===== src/rtl/core/pwnsr_pkg.sv =====
`timescale 1ns / 1ps
// ----------------------------------------------------------------------------
// pwnsr_pkg
// Shared types and constants for the pulse width nibble serial receiver.
// ----------------------------------------------------------------------------
package pwnsr_pkg;

  localparam int unsigned WIDTH_W   = 16;
  localparam int unsigned SYM_W     = 5;
  localparam int unsigned BYTE_W    = 8;
  localparam int unsigned CFG_IDX_W = 1;

  // symbol windows: [SYM_BASE_US + SYM_STEP_US*i, +SYM_STEP_US], inclusive
  localparam int unsigned SYM_BASE_US = 996;
  localparam int unsigned SYM_STEP_US = 56;
  localparam int unsigned NUM_SYMS    = 18;

  localparam logic [SYM_W-1:0] SYM_REPEAT = 5'd16;
  localparam logic [SYM_W-1:0] SYM_IDLE   = 5'd17;
  localparam logic [SYM_W-1:0] SYM_NONE   = 5'd18;

  localparam logic [BYTE_W-1:0] RUN_MAX = 8'd255;

  // configuration register indexes
  localparam logic [CFG_IDX_W-1:0] REG_ASYNCH_REPEATS = 1'b0;
  localparam logic [CFG_IDX_W-1:0] REG_MAX_MSG_LEN    = 1'b1;

  localparam logic [BYTE_W-1:0] ASYNCH_RESET  = 8'd0;
  localparam logic [BYTE_W-1:0] MAX_LEN_RESET = 8'd255;

  // one result item
  typedef struct packed {
    logic [SYM_W-1:0]  symbol;
    logic              char_done;
    logic [BYTE_W-1:0] char_value;
    logic              store_en;
    logic [BYTE_W-1:0] store_index;
    logic              idle_seen;
    logic              msg_end;
    logic [BYTE_W-1:0] msg_len;
    logic              msn_pending_end;
  } res_t;

  typedef struct packed {
    logic [BYTE_W-1:0] asynch_repeats;
    logic [BYTE_W-1:0] max_msg_len;
  } cfg_t;

endpackage


===== src/rtl/core/pwnsr_decode.sv =====
`timescale 1ns / 1ps
// ----------------------------------------------------------------------------
// pwnsr_decode
// Maps a pulse width to a symbol; lowest matching window wins.
// ----------------------------------------------------------------------------
module pwnsr_decode
  import pwnsr_pkg::*;
(
  input  logic [WIDTH_W-1:0] width_i,
  output logic [SYM_W-1:0]   symbol_o
);

  logic [NUM_SYMS-1:0] hit;

  // independent window compares, one per symbol
  always_comb begin
    for (int i = 0; i < NUM_SYMS; i++) begin
      hit[i] = (width_i >= WIDTH_W'(SYM_BASE_US + SYM_STEP_US * i)) &&
               (width_i <= WIDTH_W'(SYM_BASE_US + SYM_STEP_US * (i + 1)));
    end
  end

  // priority pick, highest index first so the lowest overrides
  always_comb begin
    symbol_o = SYM_NONE;
    for (int i = NUM_SYMS - 1; i >= 0; i--) begin
      if (hit[i]) begin
        symbol_o = SYM_W'(i);
      end
    end
  end

endmodule


===== src/rtl/core/pwnsr_assemble.sv =====
`timescale 1ns / 1ps
// ----------------------------------------------------------------------------
// pwnsr_assemble
// Run filter, nibble pairing and message counting; holds the frame state.
// ----------------------------------------------------------------------------
module pwnsr_assemble
  import pwnsr_pkg::*;
(
  input  logic             clk_i,
  input  logic             rst_ni,
  input  logic             en_i,
  input  logic [SYM_W-1:0] symbol_i,
  input  cfg_t             cfg_i,
  output res_t             res_o
);

  logic [SYM_W-1:0]  run_sym_q, run_sym_d;
  logic [BYTE_W-1:0] run_cnt_q, run_cnt_d;
  logic [SYM_W-1:0]  last_q, last_d;
  logic              low_q, low_d;
  logic              hp_q, hp_d;
  logic [BYTE_W-1:0] char_q, char_d;
  logic [BYTE_W-1:0] cnt_q, cnt_d;

  logic              sym_ok;
  logic [BYTE_W-1:0] cnt_base;
  logic [BYTE_W-1:0] run_next;
  logic              take;
  logic [SYM_W-1:0]  eff;
  logic              full;
  logic [BYTE_W-1:0] byte_val;

  always_comb begin
    sym_ok   = (symbol_i != SYM_NONE);
    cnt_base = (symbol_i != run_sym_q) ? '0 : run_cnt_q;
    run_next = (cnt_base == RUN_MAX) ? RUN_MAX : cnt_base + 8'd1;
    take     = sym_ok && ({1'b0, run_next} == ({1'b0, cfg_i.asynch_repeats} + 9'd1));
    eff      = (symbol_i == SYM_REPEAT) ? last_q : symbol_i;
    full     = (cnt_q >= cfg_i.max_msg_len);
    byte_val = {char_q[7:4], eff[3:0]};

    run_sym_d = run_sym_q;
    run_cnt_d = run_cnt_q;
    last_d    = last_q;
    low_d     = low_q;
    hp_d      = hp_q;
    char_d    = char_q;
    cnt_d     = cnt_q;

    res_o        = '0;
    res_o.symbol = symbol_i;

    if (sym_ok) begin
      run_sym_d = symbol_i;
      run_cnt_d = run_next;
    end

    if (take) begin
      last_d = eff;
      if (eff == SYM_IDLE) begin
        res_o.idle_seen = 1'b1;
        low_d           = 1'b0;
        if (hp_q) begin
          // unpaired high nibble closes the message, unless there is no room
          if (!full) begin
            res_o.store_en        = 1'b1;
            res_o.store_index     = cnt_q;
            res_o.char_value      = char_q;
            res_o.msg_end         = 1'b1;
            res_o.msg_len         = cnt_q;
            res_o.msn_pending_end = 1'b1;
          end
          cnt_d = '0;
          hp_d  = 1'b0;
        end else if (cnt_q != '0) begin
          res_o.msg_end = 1'b1;
          res_o.msg_len = cnt_q;
          cnt_d         = '0;
        end
      end else begin
        if (!low_q) begin
          char_d = {eff[3:0], 4'h0};
          hp_d   = 1'b1;
        end else begin
          char_d           = byte_val;
          hp_d             = 1'b0;
          res_o.char_done  = 1'b1;
          res_o.char_value = byte_val;
          if (!full) begin
            res_o.store_en    = 1'b1;
            res_o.store_index = cnt_q;
            cnt_d             = cnt_q + 8'd1;
          end else begin
            // buffer full: byte dropped, message closed
            if (cnt_q != '0) begin
              res_o.msg_end = 1'b1;
              res_o.msg_len = cnt_q;
            end
            cnt_d = '0;
          end
        end
        low_d = !low_q;
      end
    end
  end

  always_ff @(posedge clk_i or negedge rst_ni) begin
    if (!rst_ni) begin
      run_sym_q <= SYM_NONE;
      run_cnt_q <= '0;
      last_q    <= SYM_IDLE;
      low_q     <= 1'b0;
      hp_q      <= 1'b0;
      char_q    <= '0;
      cnt_q     <= '0;
    end else if (en_i) begin
      run_sym_q <= run_sym_d;
      run_cnt_q <= run_cnt_d;
      last_q    <= last_d;
      low_q     <= low_d;
      hp_q      <= hp_d;
      char_q    <= char_d;
      cnt_q     <= cnt_d;
    end
  end

endmodule


===== src/rtl/core/pulse_width_nibble_serial_receiver_top.sv =====
`timescale 1ns / 1ps
// ----------------------------------------------------------------------------
// pulse_width_nibble_serial_receiver_top
// Decodes one servo pulse width per item into a nibble symbol, filters runs,
// pairs nibbles into bytes and reports byte stores and message ends.
// ----------------------------------------------------------------------------
//
//  channel | direction | handshake               | payload
//  --------+-----------+-------------------------+------------------------------
//  in      | input     | in_valid_i / in_stall_o | pulse_width_us_i
//  out     | output    | out_valid_o/ out_stall_i| symbol_o .. msn_pending_end_o
//  cfg     | input     | cfg_we_i                | cfg_index_i, cfg_data_i
//
//  A result passes through the input register, then through decode and
//  assembly into the result register. One item per cycle is sustained while
//  the output is not stalled; the limit is the update of the frame state as
//  an item leaves the input register.
//  Reset clears the handshake, frame state and configuration (asynch_repeats
//  0, max_msg_len 255). A stall on the output holds the result register and,
//  once the input register is also full, raises in_stall_o.
// ----------------------------------------------------------------------------
module pulse_width_nibble_serial_receiver_top
  import pwnsr_pkg::*;
(
  input  logic                 clk_i,
  input  logic                 rst_ni,
  // input channel
  input  logic                 in_valid_i,
  output logic                 in_stall_o,
  input  logic [WIDTH_W-1:0]   pulse_width_us_i,
  // output channel
  output logic                 out_valid_o,
  input  logic                 out_stall_i,
  output logic [SYM_W-1:0]     symbol_o,
  output logic                 char_done_o,
  output logic [BYTE_W-1:0]    char_value_o,
  output logic                 store_en_o,
  output logic [BYTE_W-1:0]    store_index_o,
  output logic                 idle_seen_o,
  output logic                 msg_end_o,
  output logic [BYTE_W-1:0]    msg_len_o,
  output logic                 msn_pending_end_o,
  // configuration
  input  logic                 cfg_we_i,
  input  logic [CFG_IDX_W-1:0] cfg_index_i,
  input  logic [BYTE_W-1:0]    cfg_data_i
);

  // input register
  logic               s1_valid_q, s1_valid_d;
  logic [WIDTH_W-1:0] s1_width_q;
  // result register
  logic               out_valid_q, out_valid_d;
  res_t               out_q;
  // configuration
  cfg_t               cfg_q;

  logic               s1_move;
  logic               in_take;
  logic [SYM_W-1:0]   sym;
  res_t               res;

  // an item leaves the input register when the result register is free or
  // being emptied in the same cycle
  assign s1_move    = s1_valid_q && (!out_valid_q || !out_stall_i);
  assign in_stall_o = s1_valid_q && !s1_move;
  assign in_take    = in_valid_i && !in_stall_o;

  always_comb begin
    s1_valid_d = s1_valid_q;
    if (in_take) begin
      s1_valid_d = 1'b1;
    end else if (s1_move) begin
      s1_valid_d = 1'b0;
    end
  end

  always_comb begin
    out_valid_d = out_valid_q;
    if (s1_move) begin
      out_valid_d = 1'b1;
    end else if (!out_stall_i) begin
      out_valid_d = 1'b0;
    end
  end

  always_ff @(posedge clk_i or negedge rst_ni) begin
    if (!rst_ni) begin
      s1_valid_q  <= 1'b0;
      out_valid_q <= 1'b0;
    end else begin
      s1_valid_q  <= s1_valid_d;
      out_valid_q <= out_valid_d;
    end
  end

  always_ff @(posedge clk_i) begin
    if (in_take) begin
      s1_width_q <= pulse_width_us_i;
    end
    if (s1_move) begin
      out_q <= res;
    end
  end

  // configuration registers
  always_ff @(posedge clk_i or negedge rst_ni) begin
    if (!rst_ni) begin
      cfg_q.asynch_repeats <= ASYNCH_RESET;
      cfg_q.max_msg_len    <= MAX_LEN_RESET;
    end else if (cfg_we_i) begin
      case (cfg_index_i)
        REG_ASYNCH_REPEATS: cfg_q.asynch_repeats <= cfg_data_i;
        REG_MAX_MSG_LEN:    cfg_q.max_msg_len    <= cfg_data_i;
        default: begin
        end
      endcase
    end
  end

  pwnsr_decode u_decode (
    .width_i  (s1_width_q),
    .symbol_o (sym)
  );

  // frame state advances exactly when an item moves into the result register
  pwnsr_assemble u_assemble (
    .clk_i    (clk_i),
    .rst_ni   (rst_ni),
    .en_i     (s1_move),
    .symbol_i (sym),
    .cfg_i    (cfg_q),
    .res_o    (res)
  );

  assign out_valid_o       = out_valid_q;
  assign symbol_o          = out_q.symbol;
  assign char_done_o       = out_q.char_done;
  assign char_value_o      = out_q.char_value;
  assign store_en_o        = out_q.store_en;
  assign store_index_o     = out_q.store_index;
  assign idle_seen_o       = out_q.idle_seen;
  assign msg_end_o         = out_q.msg_end;
  assign msg_len_o         = out_q.msg_len;
  assign msn_pending_end_o = out_q.msn_pending_end;

  // a held input item is never lost while the output is stalled
  assert property (@(posedge clk_i) disable iff (!rst_ni)
    (s1_valid_q && !s1_move) |=> s1_valid_q)
    else $error("input item dropped while stalled");

  // a dangling high nibble is only reported as a stored, closing idle
  assert property (@(posedge clk_i) disable iff (!rst_ni)
    (out_valid_q && out_q.msn_pending_end) |->
      (out_q.idle_seen && out_q.store_en && out_q.msg_end))
    else $error("pending nibble end without idle store");

  // idle and a completed byte are exclusive
  assert property (@(posedge clk_i) disable iff (!rst_ni)
    (out_valid_q && out_q.char_done) |-> !out_q.idle_seen)
    else $error("byte completed on idle");

  // an out-of-range frame causes no action
  assert property (@(posedge clk_i) disable iff (!rst_ni)
    (out_valid_q && (out_q.symbol == SYM_NONE)) |->
      (!out_q.char_done && !out_q.idle_seen && !out_q.store_en && !out_q.msg_end))
    else $error("action on out-of-range frame");

endmodule

===== config.mk =====
export PLATFORM = sky130hd
export DESIGN_NAME = pulse_width_nibble_serial_receiver_top
export DESIGN_NICKNAME = d
export VERILOG_FILES = /design/src/rtl/core/pwnsr_pkg.sv /design/src/rtl/core/pwnsr_decode.sv /design/src/rtl/core/pwnsr_assemble.sv /design/src/rtl/core/pulse_width_nibble_serial_receiver_top.sv
export SDC_FILE = /design/constraint.sdc
export NUM_CORES = 1
export LEC_CHECK = 0
export BUFFER_PORTS_ARGS = -buffer_cell sky130_fd_sc_hd__buf_4
export CAP_MARGIN = 20
export CORE_UTILIZATION = 40
export CTS_BUF_LIST = sky130_fd_sc_hd__clkbuf_4 sky130_fd_sc_hd__clkbuf_8
export CTS_CLUSTER_SIZE = 16
export DETAILED_ROUTE_END_ITERATION = 8
export PLACE_DENSITY = 0.66
export SYNTH_ARGS = -nofsm -noshare
export SYNTH_HDL_FRONTEND = slang
export SYNTH_HIERARCHICAL = 1
export SYNTH_SLANG_ARGS = --single-unit

===== constraint.sdc =====
create_clock -name clk_i -period 6.5 [get_ports clk_i]
set_clock_uncertainty 0.2 [all_clocks]
set_input_delay 0.975 -clock clk_i [delete_from_list [all_inputs] [get_ports clk_i]]
set_output_delay 0.975 -clock clk_i [all_outputs]
set_load 0.02 [all_outputs]

# Word level (Yosys, flattened, before mapping)
# Cells that the tools add are included.
word_totals:
  ff_bits: 104
  inputBits: 30
  out_inout_bits: 36
  elab_cells: 160
op_classes:
  addsub: 3
  magnitude_cmp: 37
  n_eq_ne: 8
  mux: 46
  bitwise_logic: 4
  reduce_logical: 40
ops:
  columns: ["op", "count"]
  rows:
  - ["$le 16x11->1 const B", 18]
  - ["$ge 16x11->1 const B", 17]
  - ["$mux 5", 17]
  - ["$mux 8", 7]
  - ["$mux 9", 6]
  - ["$mux 17", 3]
  - ["$logic_and 1x1->1", 22]
  - ["$mux 18", 1]
  - ["$add 8x1->8 const B", 2]
  - ["$ge 16x10->1 const B", 1]
  - ["$eq 5x5->1 const B", 2]
  - ["$mux 10", 1]
  - ["$add 8x1->9 const B", 1]
  - ["$eq 8x9->1", 1]
  - ["$eq 8x8->1 const B", 1]
  - ["$ge 8x8->1", 1]
  - ["$mux 1", 8]
  - ["$reduce_and 2->1", 4]
  - ["$reduce_and 4->1", 2]
  - ["$reduce_bool 8->1", 1]
  - ["$reduce_and 3->1", 2]
  - ["$logic_not 1->1", 5]
  - ["$ne 5x5->1", 1]
  - ["$ne 5x5->1 const B", 1]
  - ["other kinds (8)", 13]

# Depth between registers and ports, before layout
# Gate-level depths: netlist of run 1.
logic_depth:
  word_depth: 28
  ltp_mapped: 27
  mapped_depth_nobuf: 21

# By module
# The synthesis of run 1 kept the hierarchy.
by_module_without_submodules:
  columns: ["module", "instances", "cells_per_inst", "area_per_inst_um2", "seq_area_each_um2"]
  rows:
  - ["pwnsr_assemble", 1, 340, 2871.5, 880.8]
  - ["pulse_width_nibble_serial_receiver_top", 1, 93, 2239.6, 1961.9]
  - ["pwnsr_decode", 1, 167, 1018.5, 0.0]

# Worst setup path after synthesis of run 1
# OpenSTA, ideal clock, no wires.
synth_path:
  path_kind: "register -> register"
  from: "register s1_width_q[12]"
  to: "register u_assemble.char_q[4]"
  setup_time_ns: 0.125
  arrival_time_ns: 5.798
  required_ns: 6.175
  path_slack_ns: 0.377
  path_stages_with_launch: 26
  path_buffers: 4
  synth_period_minus_slack_ns: 6.123
  path_cell_list: "edfxtp_1 or4_4 or2_1 buf_2 nor3_1 o21bai_1 nand2_1 or2_1 nand2_1 a211oi_1 xnor2_1 nand3_1 buf_6 nor2_1 and2_1 ha_1 buf_2 and3_1 buf_2 nand3_2 a311o_1 xnor2_1 nor4_4 nand4_4 nor3_4 mux2_4"
synth_via:
  elab_cells_between_ends: 85
  classes_between: "add/sub (1); order compare (36); eq/ne (6); mux (21); bitwise (1); reduce/logical (20)"
synth_rtl:
  columns: ["element", "line_no", "text"]
  rows:
  - ["from (decl)", "pulse_width_nibble_serial_receiver_top.sv:51", "logic [WIDTH_W-1:0] s1_width_q;"]
  - ["from (signal assigned)", "pulse_width_nibble_serial_receiver_top.sv:99", "s1_width_q <= pulse_width_us_i;"]
  - ["$ge 16x11->1 or $le 16x11->1 (tied branches)", "pwnsr_decode.sv:18, pwnsr_decode.sv:19", null]
  - ["$logic_and 1x1->1", "pwnsr_decode.sv:18", "hit[i] = (width_i >= WIDTH_W'(SYM_BASE_US + SYM_STEP_US * i)) &&"]
  - ["$mux 5 (15 in a row)", "pwnsr_decode.sv:27", "if (hit[i]) begin"]
  - ["$mux 5 *", "pwnsr_decode.sv:27", null]
  - ["net sym[2]", "pulse_width_nibble_serial_receiver_top.sv:60", "logic [SYM_W-1:0] sym;"]
  - ["$ne 5x5->1", "pwnsr_assemble.sv:35", "cnt_base = (symbol_i != run_sym_q) ? '0 : run_cnt_q;"]
  - ["$mux 8", "pwnsr_assemble.sv:35", null]
  - ["$add 8x1->8 or $eq 8x8->1 (tied branches)", "pwnsr_assemble.sv:36", "run_next = (cnt_base == RUN_MAX) ? RUN_MAX : cnt_base + 8'd1;"]
  - ["$mux 8", "pwnsr_assemble.sv:36", null]
  - ["$eq 8x9->1", "pwnsr_assemble.sv:37", "take = sym_ok && ({1'b0, run_next} == ({1'b0, cfg_i.asynch_repeats} + 9'd1));"]
  - ["$logic_and 1x1->1", "pwnsr_assemble.sv:37", null]
  - ["$reduce_and 4->1 (no line)", null, null]
  - ["to (signal assigned)", "pwnsr_assemble.sv:122", "char_q <= char_d;"]
  - ["to (decl)", "pwnsr_assemble.sv:22", "logic [BYTE_W-1:0] char_q, char_d;"]
# The timed path passes the listed nets; every way through them passes the cells marked *.
# A chain may end at the register's enable or synchronous reset.

# Worst setup path after layout of run 1
layout_path:
  from: "register s1_width_q[12]"
  to: "register u_assemble.char_q[2]"
layout_via:
  elab_chain_cells: 27
  elab_cells_between_ends: 86
  classes_between: "add/sub (1); order compare (36); eq/ne (6); mux (22); bitwise (1); reduce/logical (20)"
layout_lines:
  columns: ["element", "line_no"]
  rows:
  - ["$ge 16x11->1 or $le 16x11->1 (tied branches)", "pwnsr_decode.sv:18, pwnsr_decode.sv:19"]
  - ["$logic_and 1x1->1", "pwnsr_decode.sv:18"]
  - ["$mux 2 (2 in a row)", "pwnsr_decode.sv:27"]
  - ["$mux 5 (15 in a row)", "pwnsr_decode.sv:27"]
  - ["$mux 5 *", "pwnsr_decode.sv:27"]
  - ["net sym[0]", "pulse_width_nibble_serial_receiver_top.sv:60"]
  - ["$ne 5x5->1", "pwnsr_assemble.sv:35"]
  - ["$mux 8", "pwnsr_assemble.sv:35"]
  - ["$add 8x1->8 or $eq 8x8->1 (tied branches)", "pwnsr_assemble.sv:36"]
  - ["$mux 8", "pwnsr_assemble.sv:36"]
  - ["$eq 8x9->1", "pwnsr_assemble.sv:37"]
  - ["$logic_and 1x1->1", "pwnsr_assemble.sv:37"]
  - ["$reduce_and 3->1 (no line)", null]
# Marked as above.

==> out/qor.csv, run 1 <==
stage,metric,value,unit
route,vias,4935,
global_routing,largest net degree at the start of global routing,54,
placement,pre-CTS setup slack,0.364,ns
critical_path,CP Cell Sequence,or4_4 > or2_1 > a211o_1 > a21boi_0 > nand2b_1 > a21oi_1 > nor3b_2 > o221a_1 > xnor2_1 > nand2_2 > nor2_1 > and2_1 > ha_1 > and3_1 > buf_4 > a31oi_1 > a41oi_1 > nand4b_1 > a32oi_1 > buf_4 > nand4_4 > buf_4 > nor2_1 > mux2_2,
layout,Antenna Cells,0,
route,wire per inst,16.6,um
critical_path,critical path's slowest cell,or4_4,
layout,"Core Util, Final",47.8,%
timing,post-route setup slack,0.513,ns
route,Max Used Layer,met4,
synthesis,YS warnings,6,
power_and_ir_drop,peak supply drop,0.144,mV
synthesis,Post-synth EDFFs,50,
cts,CTS Sinks,103,
timing,Slew @ Worst Pin,0.663,ns
synthesis,Syn Area/Cell,10.2,um2
placement,cell area after placement,6850,um2
synthesis,Gate Count Post-Synth,600,
route,Pre-antenna DRT Iters,5,
route,metal2 WL,6620,um
timing,Final min period,5.99,ns
cts,CTS buffer count,9,
critical_path,"slowest stage delay, CP",0.59,ns
synthesis,Yosys cell types,80,
cts,Max clock buf depth,2,
cts,CTS H-tree depth,3,
global_routing,initial antenna violation count,0,
floorplan,area of the core,14800,um2
route,vias per std cell,5.78,
layout,Final Cell Area,7060,um2
timing,Achievable Freq,0.167,GHz
critical_path,CP Capture Type,register,
route,M1 wire length,6370,um
synthesis,register area share after synthesis,46.4,%
timing,Fin. Hold Viols,0,
synthesis,synthesis-stage register bit count,103,
run,number of max-cap violations,0,
critical_path,worst reg2reg path depth,24,
synthesis,post-synthesis net count,642,
cts,clock tree from TritonCTS,yes,
critical_path,"Req. time, crit path",6.59,ns
hold_path,Hold Crit Class,register to register,
placement,gpl congestion,0.900,
floorplan,Die ar.,15800,um2
critical_path,CP most frequent cell,buf_4,
route,DRT Wirelength,14200,um
hold_path,worst hold stages,1,
cts,worst-skew pair later-pin latency,0.40,ns
timing,final worst path period share,92.1,%
global_routing,total gr overflow,0,
route,DRC Markers,0,
synthesis,Synth top area share,24.5,%
layout,layout net count,707,
layout,Syn-to-layout area delta,15.1,%
outcome,run status,"complete, no violations",
power_and_ir_drop,Leak,2.96,nW
route,DR WL met3,771,um
power_and_ir_drop,PD cells,230,nW/um2
synthesis,Mapped Area,6130,um2
synthesis,Post-synth top flop,edfxtp_1,
timing,final setup violation count,0,
global_routing,first-pass GRT wire length,23800,um
critical_path,r2r setup slk,0.51,ns
floorplan,Die H,126,um
route,initial drt markers,522,
power_and_ir_drop,total power draw,1.62,mW
floorplan,Core Rows,44,
floorplan,Die Width,126,um
floorplan,IO Pins,66,
critical_path,Critical Path Source Type,register,
critical_path,Crit path arrival time,6.07,ns
global_routing,gr usage total,18.8,%
synthesis,ranking of synthesized cells by area,"edfxtp_1 (24%), dfrtp_1 (17%), dfstp_2 (5.1%), nand2_1 (3.4%), mux2_4 (2.9%)",
floorplan,Starting Density,41.5,%
synthesis,post-synthesis async set-or-reset flop share,51.5,%
timing,slew margin rel.,55.8,%
placement,Post-DP HPWL,10400,um
timing,final slew viol count,0,
global_routing,vias in the first global route,4766,
timing,RSZ-0062 raised after global routing,no,
route,ANT nets after route,0,
synthesis,most instantiated library cell after synthesis,nand2_1,
critical_path,kind of critical path,register to register,
synthesis,Post-synth top cells,"nand2_1 (56), edfxtp_1 (50), dfrtp_1 (41)",
cts,clock root buffer,clkbuf_8,
cts,Worst-path clk slew,0.10,ns
critical_path,crit path max fanout,15,
cts,CTS Hold Bufs,0,
placement,Port Buffer Count,65,
timing,setup TNS,0,ns
synthesis,leading area contributor after synthesis,edfxtp_1,
layout,layout cell share with drive strength beyond 1,24.5,%
[layer usage]
layer	global-route usage [%]	vias up
met5	0	-
met4	9.00	0
met3	3.74	33
met2	29.7	185
met1	24.9	2349
li1	-	2368
[cells by family (layout without fill, tap and decap cells)]
family | after synthesis | in the layout | share of synthesized area [%]
XOR/XNOR | 17 | 17 | 2.43
flip-flops | 103 | 103 | 46.4
AO/OA/AOI/OAI | 138 | 138 | 15.4
adder cells (fa/ha/maj) | 12 | 12 | 2.45
AND/OR/NAND/NOR | 249 | 249 | 23.8
buffers and inverters | 55 | 125 | 4.08
multiplexers | 26 | 26 | 5.49
[state kept, by name, summed over array words and instances, names as in the netlist]
| signal | flops |
|---|---|
| u_assemble/run_cnt_q | 8 |
| s1_valid_q | 1 |
| char_done_o | 1 |
| s1_width_q | 16 |
| msg_end_o | 1 |
| msg_len_o | 8 |
| cfg_q | 16 |
| u_assemble/run_sym_q | 5 |
| out_valid_o | 1 |
| char_value_o | 8 |
| store_en_o | 1 |
| msn_pending_end_o | 1 |
| symbol_o | 5 |
| u_assemble/last_q | 5 |
| idle_seen_o | 1 |
| u_assemble/char_q | 8 |
| u_assemble/low_q | 1 |
| u_assemble/cnt_q | 8 |
| store_index_o | 8 |
[path summary, 6_finish.rpt]
path                                           from                                   to
setup / recovery           s1_width_q[12]$_DFFE_PP_     u_assemble/char_q[2]$_DFFE_PN0P_
hold / removal               s1_valid_q$_DFFE_PN0P_              out_valid_o$_DFFE_PN0P_
setup reg to reg           s1_width_q[12]$_DFFE_PP_     u_assemble/char_q[2]$_DFFE_PN0P_
hold reg to reg              s1_valid_q$_DFFE_PN0P_              out_valid_o$_DFFE_PN0P_
max in group asynchronous                    rst_ni  u_assemble/run_cnt_q[2]$_DFFE_PN0P_
min in group asynchronous                    rst_ni      u_assemble/cnt_q[5]$_DFFE_PN0P_
[placed cells by master, fill, tap and decap left out, types with 9 or more instances in the layout]
master    instances
a21o_1           15
a21oi_1          23
and2_1           21
and3_1           20
buf_4            88
clkbuf_8          9
dfrtp_1          41
dfstp_2          12
edfxtp_1         50
ha_1             12
inv_1            21
mux2_2           13
mux2_4           12
nand2_1          56
nand3_1          20
nand4_1          14
nor2_1           33
nor2b_1          11
nor3_1           12
nor4_1            9
o21ai_0          23
xnor2_1          11
[final cells by class]
| cell class | count | area (um2) |
|---|---|---|
| clock buffer | 9 | 124 |
| tap | 184 | 230 |
| sequential | 103 | 2840 |
| clock inverter | 7 | 66.3 |
| inverter | 21 | 78.8 |
| timing repair buffer | 88 | 661 |
| multi-input combinational | 442 | 3060 |
| fill | 1379 | 7700 |
[metrics by stage]
stage	instances	hold slack, ns
2_1_floorplan	600	0.242
3_3_place_gp	836	0.268
3_5_place_dp	836	0.283
4_1_cts	852	0.309
5_1_grt	854	0.337
6_report	854	0.305
[power breakdown]
group / internal, mW / switching [mW]
Combinational: 0.165 / 0.228
Clock: 0.148 / 0.244
Sequential: 0.766 / 0.0718
Total: 1.08 / 0.544
[worst max-delay path: cells and delay by family (launching register included)]
kind | cells | cell delay [ns]
AND/OR/NAND/NOR | 11 | 2.33
AO/OA/AOI/OAI | 7 | 1.70
buffers and inverters | 3 | 0.57
flip-flops | 1 | 0.37
multiplexers | 1 | 0.34
XOR/XNOR | 1 | 0.22
adder cells (fa/ha/maj) | 1 | 0.16
[repair_timing]
| item | CTS | global route |
|---|---|---|
| setup buffers | 0 | 2 |
| gates resized for setup | 0 | 2 |
| setup endpoints to repair | 0 | 27 |
No activity file was read; power rests on OpenSTA's default activity.
==> run 2, diff against run 1 <==
Settings changed: RECOVER_POWER set to 50.
==> run 2 against run 1 <==
  * The flow now finishes with violations (max-capacitance violations, max-slew violations)
  * First-iteration DRC count grew 2.1%
  * Worst hold slack about the same
  * Critical path depth unchanged
  * Critical endpoint unchanged
  * Highest routed layer unchanged
==> out/qor.csv, run 2 (synthesized netlist as in run 1, its figures left out) <==
stage,metric,value,unit
critical_path,CP Cell Sequence,or4_4 > or2_1 > a211o_1 > a21boi_0 > nand2b_1 > a21oi_1 > nor3b_2 > o221a_1 > xnor2_1 > nand2_2 > nor2_1 > and2_1 > ha_1 > and3_1 > buf_4 > a31oi_1 > a41oi_1 > nand4b_1 > a32oi_1 > buf_4 > nand4_4 > buf_4 > nor2_1 > mux2_2,
floorplan,Core Rows,44,
layout,highest-count cells in the layout ignoring fill and taps,"buf_4 (69), nand2_1 (57), edfxtp_1 (50), dfrtp_1 (41), nor2_1 (33)",
route,DRT Wirelength,14200,um
cts,CTS Hold Bufs,0,
route,initial drt markers,533,
timing,setup TNS,0,ns
route,wire per inst,16.6,um
cts,worst-skew pair later-pin latency,0.40,ns
critical_path,"Req. time, crit path",6.59,ns
global_routing,total gr overflow,0,
cts,CTS H-tree depth,3,
floorplan,Die ar.,15800,um2
global_routing,GR Util met3,3.74,%
cts,Max clock buf depth,2,
layout,Antenna Cells,0,
timing,Slew @ Worst Pin,2.83,ns
route,ANT nets after route,0,
power_and_ir_drop,PD cells,231,nW/um2
power_and_ir_drop,Leak,2.92,nW
cts,CTS Sinks,103,
critical_path,CP Capture Type,register,
global_routing,grt met2 use,29.7,%
layout,"commonest non-fill, non-tap cell in the layout",buf_4,
floorplan,Starting Density,41.5,%
layout,layout cell share with drive strength beyond 1,23.7,%
timing,Fin. Hold Viols,0,
global_routing,GRT busiest layer,met2,
global_routing,gr usage total,18.8,%
critical_path,reg2reg start,s1_width_q[12]$_DFFE_PP_,
placement,gpl congestion,0.900,
cts,Worst-path clk slew,0.10,ns
global_routing,vias in the first global route,4766,
critical_path,critical path's slowest cell,or4_4,
critical_path,Critical Path Source Type,register,
route,DRC Markers,0,
layout,layout net count,707,
floorplan,Die H,126,um
timing,final slew viol count,54,
layout,"Core Util, Final",47.5,%
route,Pre-antenna DRT Iters,5,
critical_path,Crit path depth,24,
global_routing,first-pass GRT wire length,23800,um
cts,clock tree from TritonCTS,yes,
critical_path,CP most frequent cell,buf_4,
run,number of max-cap violations,1,
critical_path,Crit. Startpoint,s1_width_q[12]$_DFFE_PP_,
timing,Achievable Freq,0.167,GHz
global_routing,largest net degree at the start of global routing,54,
critical_path,Crit path arrival time,6.07,ns
timing,final worst path period share,92.0,%
timing,Final min period,5.98,ns
outcome,failing checks,"max-capacitance violations, max-slew violations",
cts,CTS buffer count,9,
timing,slew margin rel.,-88.8,%
critical_path,CP bufs+invs,3,
power_and_ir_drop,peak supply drop,0.144,mV
outcome,run status,"complete, but fails checks",
timing,RSZ-0062 raised after global routing,no,
critical_path,"delay-heaviest family, CP",simple AND/OR/NAND/NOR gates,
hold_path,Hold Crit Class,register to register,
route,vias,4927,
critical_path,"slowest stage delay, CP",0.59,ns
placement,Post-DP HPWL,10400,um
layout,Syn-to-layout area delta,14.4,%
critical_path,worst reg2reg path depth,24,
global_routing,initial antenna violation count,0,
hold_path,min-delay src,s1_valid_q$_DFFE_PN0P_,
timing,Fin Hold WS,0.306,ns
power_and_ir_drop,total power draw,1.62,mW
layout,Regs by FF count,"cfg_q x16, s1_width_q x16",
cts,clock root buffer,clkbuf_8,
critical_path,kind of critical path,register to register,
floorplan,IO Pins,66,
critical_path,r2r setup slk,0.52,ns
floorplan,Die Width,126,um
global_routing,M1 GR Usage,24.9,%
critical_path,crit path max fanout,15,
hold_path,worst hold stages,1,
floorplan,area of the core,14800,um2
timing,final setup violation count,0,
placement,Port Buffer Count,65,
route,vias per std cell,5.77,
## run 2: path summary, 6_finish.rpt
path,end
worst max-delay path,u_assemble/char_q[2]$_DFFE_PN0P_
worst min-delay path,out_valid_o$_DFFE_PN0P_
worst max register to register,u_assemble/char_q[2]$_DFFE_PN0P_
worst min register to register,out_valid_o$_DFFE_PN0P_
max in group asynchronous,u_assemble/run_sym_q[2]$_DFFE_PN0P_
min in group asynchronous,u_assemble/cnt_q[5]$_DFFE_PN0P_
## run 2: worst reg2reg max path, delay by kind of cell, from the launching register on
family          cells  cell delay, ns
buf+inv             3            0.57
fa+ha+maj           1            0.16
compound gates      7            1.70
mux                 1            0.34
flops               1            0.37
simple gates       11            2.34
xor+xnor            1            0.22
## run 2: report_power, final
group / switching (mW) / internal (mW)
clock: 0.246 / 0.148
sequential: 0.0711 / 0.766
combinational: 0.227 / 0.160
## run 2: per-stage QoR
step                instances  instance area [um2]  worst slack [ns]
finish                    854                 7010             0.517
CTS                       852                 7040             0.306
global placement          836                 6850             0.436
detailed placement        836                 6850             0.364
floorplan                 600                 6130             0.377
global route              854                 7010            0.0554
## run 2: routing by layer
layer	routed length (um)	vias to the layer above
li1	-	2367
met1	6430	2367
met2	6640	161
met3	732	32
met4	389	0
met5	0	-
## run 2: area by class of cell
class                      count  area (um2)
clock buffer                   9         124
clock inverter                 7        66.3
fill                        1393        7740
inverter                      21        78.8
multi-input combinational    442        3020
sequential                   103        2840
tap                          184         230
timing repair buffer          88         649
## run 2: repair_timing
item,in CTS,in global routing
resized for setup,0,2
setup buffers,0,2
endpoints found under the setup margin,0,27
==> run 3, diff against run 2 <==
Settings changed: SYNTH_HIERARCHICAL 1 to unset.
==> run 3 against run 2 <==
  * The flow still finishes with violations (max-capacitance violations, max-slew violations)
  * Global-route usage up 0.86 points
  * Utilization up 0.72 points
  * Worst hold slack got worse by 0.0039 ns
  * Critical endpoint is now u_assemble.last_q[2]$_DFFE_PN0P_
  * Critical path depth is 4 lower
  * Sequential share of layout area decreased by 2.1 points
  * Sequential power down 1%
  * Sequential cell count is the same
  * Design area up 5.4%
  * Clock-buffer cell count unchanged
  * Die area grew 3.2%
  * Largest power group unchanged
  * Power increased by 8.4%
==> out/qor.csv, run 3 <==
stage,metric,value,unit
outcome,run status,"complete, but fails checks",
outcome,failing checks,"max-capacitance violations, max-slew violations",
floorplan,IO Pins,66,
timing,Fin. Hold Viols,0,
timing,final slew viol count,54,
route,wire per inst,17.5,um
cts,worst-skew pair later-pin latency,0.38,ns
critical_path,kind of critical path,register to register,
layout,# fillers,1466,
floorplan,Die Width,128,um
power_and_ir_drop,combinational power share,27.9,%
synthesis,post-synthesis net count,653,
hold_path,worst hold endpoint,out_valid_o$_DFFE_PN0P_,
critical_path,Critical Path Source Type,register,
power_and_ir_drop,power share of the clock group,25.1,%
timing,Final min period,5.95,ns
power_and_ir_drop,internal power,1.16,mW
global_routing,gr usage total,19.7,%
cts,clock root buffer,clkbuf_8,
hold_path,worst hold stages,1,
layout,Syn-to-layout area delta,16.7,%
critical_path,Crit. Startpoint,s1_width_q[13]$_DFFE_PP_,
route,ANT nets after route,0,
layout,layout cell share with drive strength beyond 1,22.0,%
synthesis,Synth top area share,23.7,%
layout,layout net count,732,
synthesis,register area share after synthesis,44.9,%
timing,slew margin rel.,-100,%
timing,Slew @ Worst Pin,3.00,ns
floorplan,Starting Density,41.3,%
route,vias,5253,
synthesis,YS warnings,0,
power_and_ir_drop,peak supply drop,0.105,mV
power_and_ir_drop,Flop pwr share,47.0,%
global_routing,vias in the first global route,4868,
global_routing,total gr overflow,0,
global_routing,first-pass GRT wire length,25400,um
synthesis,ranking of synthesized cells by area,"edfxtp_1 (24%), dfrtp_1 (16%), dfstp_2 (5.0%), mux2_2 (3.7%), nand2_1 (2.6%)",
synthesis,Post-synth top cells,"edfxtp_1 (50), nand2_1 (44), dfrtp_1 (41)",
timing,Achievable Freq,0.168,GHz
timing,setup TNS,0,ns
critical_path,crit path max fanout,10,
timing,RSZ-0062 raised after global routing,no,
critical_path,CP Capture Type,register,
floorplan,Core Rows,45,
synthesis,leading area contributor after synthesis,edfxtp_1,
critical_path,r2r setup slk,0.55,ns
power_and_ir_drop,Sw Share,34.1,%
global_routing,largest net degree at the start of global routing,54,
timing,final worst path period share,91.6,%
route,DRC Markers,0,
cts,CTS buffer count,9,
route,DRT Wirelength,15800,um
route,vias per std cell,5.80,
placement,Post-DP HPWL,11700,um
route,initial drt markers,578,
synthesis,synthesis-stage register bit count,103,
layout,"commonest non-fill, non-tap cell in the layout",buf_4,
synthesis,Gate Count Post-Synth,611,
layout,Antenna Cells,0,
global_routing,initial antenna violation count,0,
cts,CTS Sinks,103,
cts,CTS H-tree depth,3,
placement,Port Buffer Count,65,
layout,multi-input logic area,3250,um2
synthesis,Mapped Area,6330,um2
layout,highest-count cells in the layout ignoring fill and taps,"buf_4 (56), edfxtp_1 (50), nand2_1 (44), dfrtp_1 (41), inv_1 (33)",
synthesis,Yosys cell types,87,
power_and_ir_drop,switching power of the nets,598,uW
floorplan,Die ar.,16300,um2
layout,"Core Util, Final",48.2,%
critical_path,capturing point of the worst reg2reg path,u_assemble.last_q[2]$_DFFE_PN0P_,
layout,area occupied by registers,2840,um2
power_and_ir_drop,PD cells,238,nW/um2
cts,clock tree from TritonCTS,yes,
floorplan,Die H,128,um
critical_path,"Req. time, crit path",6.55,ns
layout,Regs by FF count,"cfg_q x16, s1_width_q x16",
hold_path,Hold Crit Class,register to register,
synthesis,post-synthesis async set-or-reset flop share,51.5,%
timing,final setup violation count,0,
synthesis,most instantiated library cell after synthesis,edfxtp_1,
hold_path,min-delay src,s1_valid_q$_DFFE_PN0P_,
critical_path,worst reg2reg path depth,20,
synthesis,Syn Area/Cell,10.4,um2
route,Pre-antenna DRT Iters,5,
placement,gpl congestion,0.896,
cts,Max clock buf depth,2,
synthesis,Post-synth EDFFs,50,
power_and_ir_drop,Leak,2.96,nW
critical_path,reg2reg start,s1_width_q[13]$_DFFE_PP_,
run,number of max-cap violations,1,
cts,Worst-path clk slew,0.10,ns
floorplan,area of the core,15300,um2
critical_path,Crit path arrival time,6.00,ns
synthesis,Post-synth top flop,edfxtp_1,
## run 3: cell type report
type | instances | share of cell area, %
clock inverters | 7 | 1.34
flip-flops and latches | 103 | 38.5
inverters | 33 | 1.68
multi-input cells | 447 | 44.0
repair buffers | 96 | 9.25
well taps | 211 | 3.57
clock buffers | 9 | 1.68
## run 3: cell families (layout without fill, tap and decap cells)
| group | after synthesis | in the layout | share of synthesized area [%] |
|---|---|---|---|
| AND/OR/NAND/NOR | 235 | 235 | 22.3 |
| AO/OA/AOI/OAI | 144 | 144 | 17.3 |
| flip-flops | 103 | 103 | 44.9 |
| buffers and inverters | 61 | 145 | 4.03 |
| multiplexers | 37 | 37 | 6.47 |
| XOR/XNOR | 19 | 19 | 2.63 |
| adder cells (fa/ha/maj) | 12 | 12 | 2.37 |
## run 3: worst max-delay path, cell delays in order, from the launching register on
cell      delay (ns)
edfxtp_1        0.47
nor4_4          0.35
nand2_1         0.25
or4_1           0.64
o311a_1         0.22
or3_1           0.39
a21boi_4        0.32
xnor2_1         0.15
nor3b_2         0.23
and2_1          0.16
ha_1            0.16
and3_1          0.23
nand3_1         0.14
nand2_1         0.16
xnor2_1         0.08
o31a_1          0.25
nor4b_1         0.25
a211o_1         0.19
nand2_1         0.28
nor3_4          0.34
mux2_1          0.36
## run 3: per-layer routing
metal | up-vias | track usage, % | share of wire (%)
li1 | 2498 | - | -
met1 | 2528 | 27.6 | 46
met2 | 186 | 30.8 | 46
met3 | 41 | 2.80 | 5.6
met4 | 0 | 7.47 | 2.6
met5 | - | 0 | 0
## run 3: what timing repair did
item / 4_1_cts / 5_1_grt
hold buffers: 0 / 0
resized for setup: 0 / 4
setup endpoints to repair: 0 / 20
buffers inserted: 0 / 16
## run 3: power by group through the flow
| stage | combinational, mW | sequential, mW | clock, mW |
|---|---|---|---|
| 2_1_floorplan | 0.339 | 0.831 | 0 |
| 3_3_place_gp | 0.463 | 0.842 | 0 |
| 3_5_place_dp | 0.473 | 0.844 | 0 |
| 4_1_cts | 0.475 | 0.831 | 0.451 |
| 5_1_grt | 0.539 | 0.835 | 0.477 |
| 6_report | 0.489 | 0.825 | 0.440 |
## run 3: worst max-delay path by stage
stage | endpoint | slack, ns
2_1_floorplan | u_assemble.last_q[1]$_DFFE_PN0P_ | 0.79
3_3_place_gp | u_assemble.last_q[1]$_DFFE_PN0P_ | 0.24
3_5_place_dp | store_index_o[5]$_SDFFCE_PN0P_ | 0.31
4_1_cts | store_index_o[5]$_SDFFCE_PN0P_ | 0.29
5_1_grt | u_assemble.last_q[2]$_DFFE_PN0P_ | 0.02
6_report | u_assemble.last_q[2]$_DFFE_PN0P_ | 0.55
## run 3: stage by stage
stage | area [um2] | hold slack [ns] | setup slack, ns | std cells | power [mW]
6_report | 7390 | 0.302 | 0.548 | 906 | 1.75
3_3_place_gp | 7060 | 0.274 | 0.237 | 874 | 1.31
3_5_place_dp | 7060 | 0.281 | 0.308 | 874 | 1.32
2_1_floorplan | 6330 | 0.257 | 0.790 | 611 | 1.17
4_1_cts | 7280 | 0.308 | 0.287 | 890 | 1.76
5_1_grt | 7390 | 0.319 | 0.0161 | 906 | 1.85
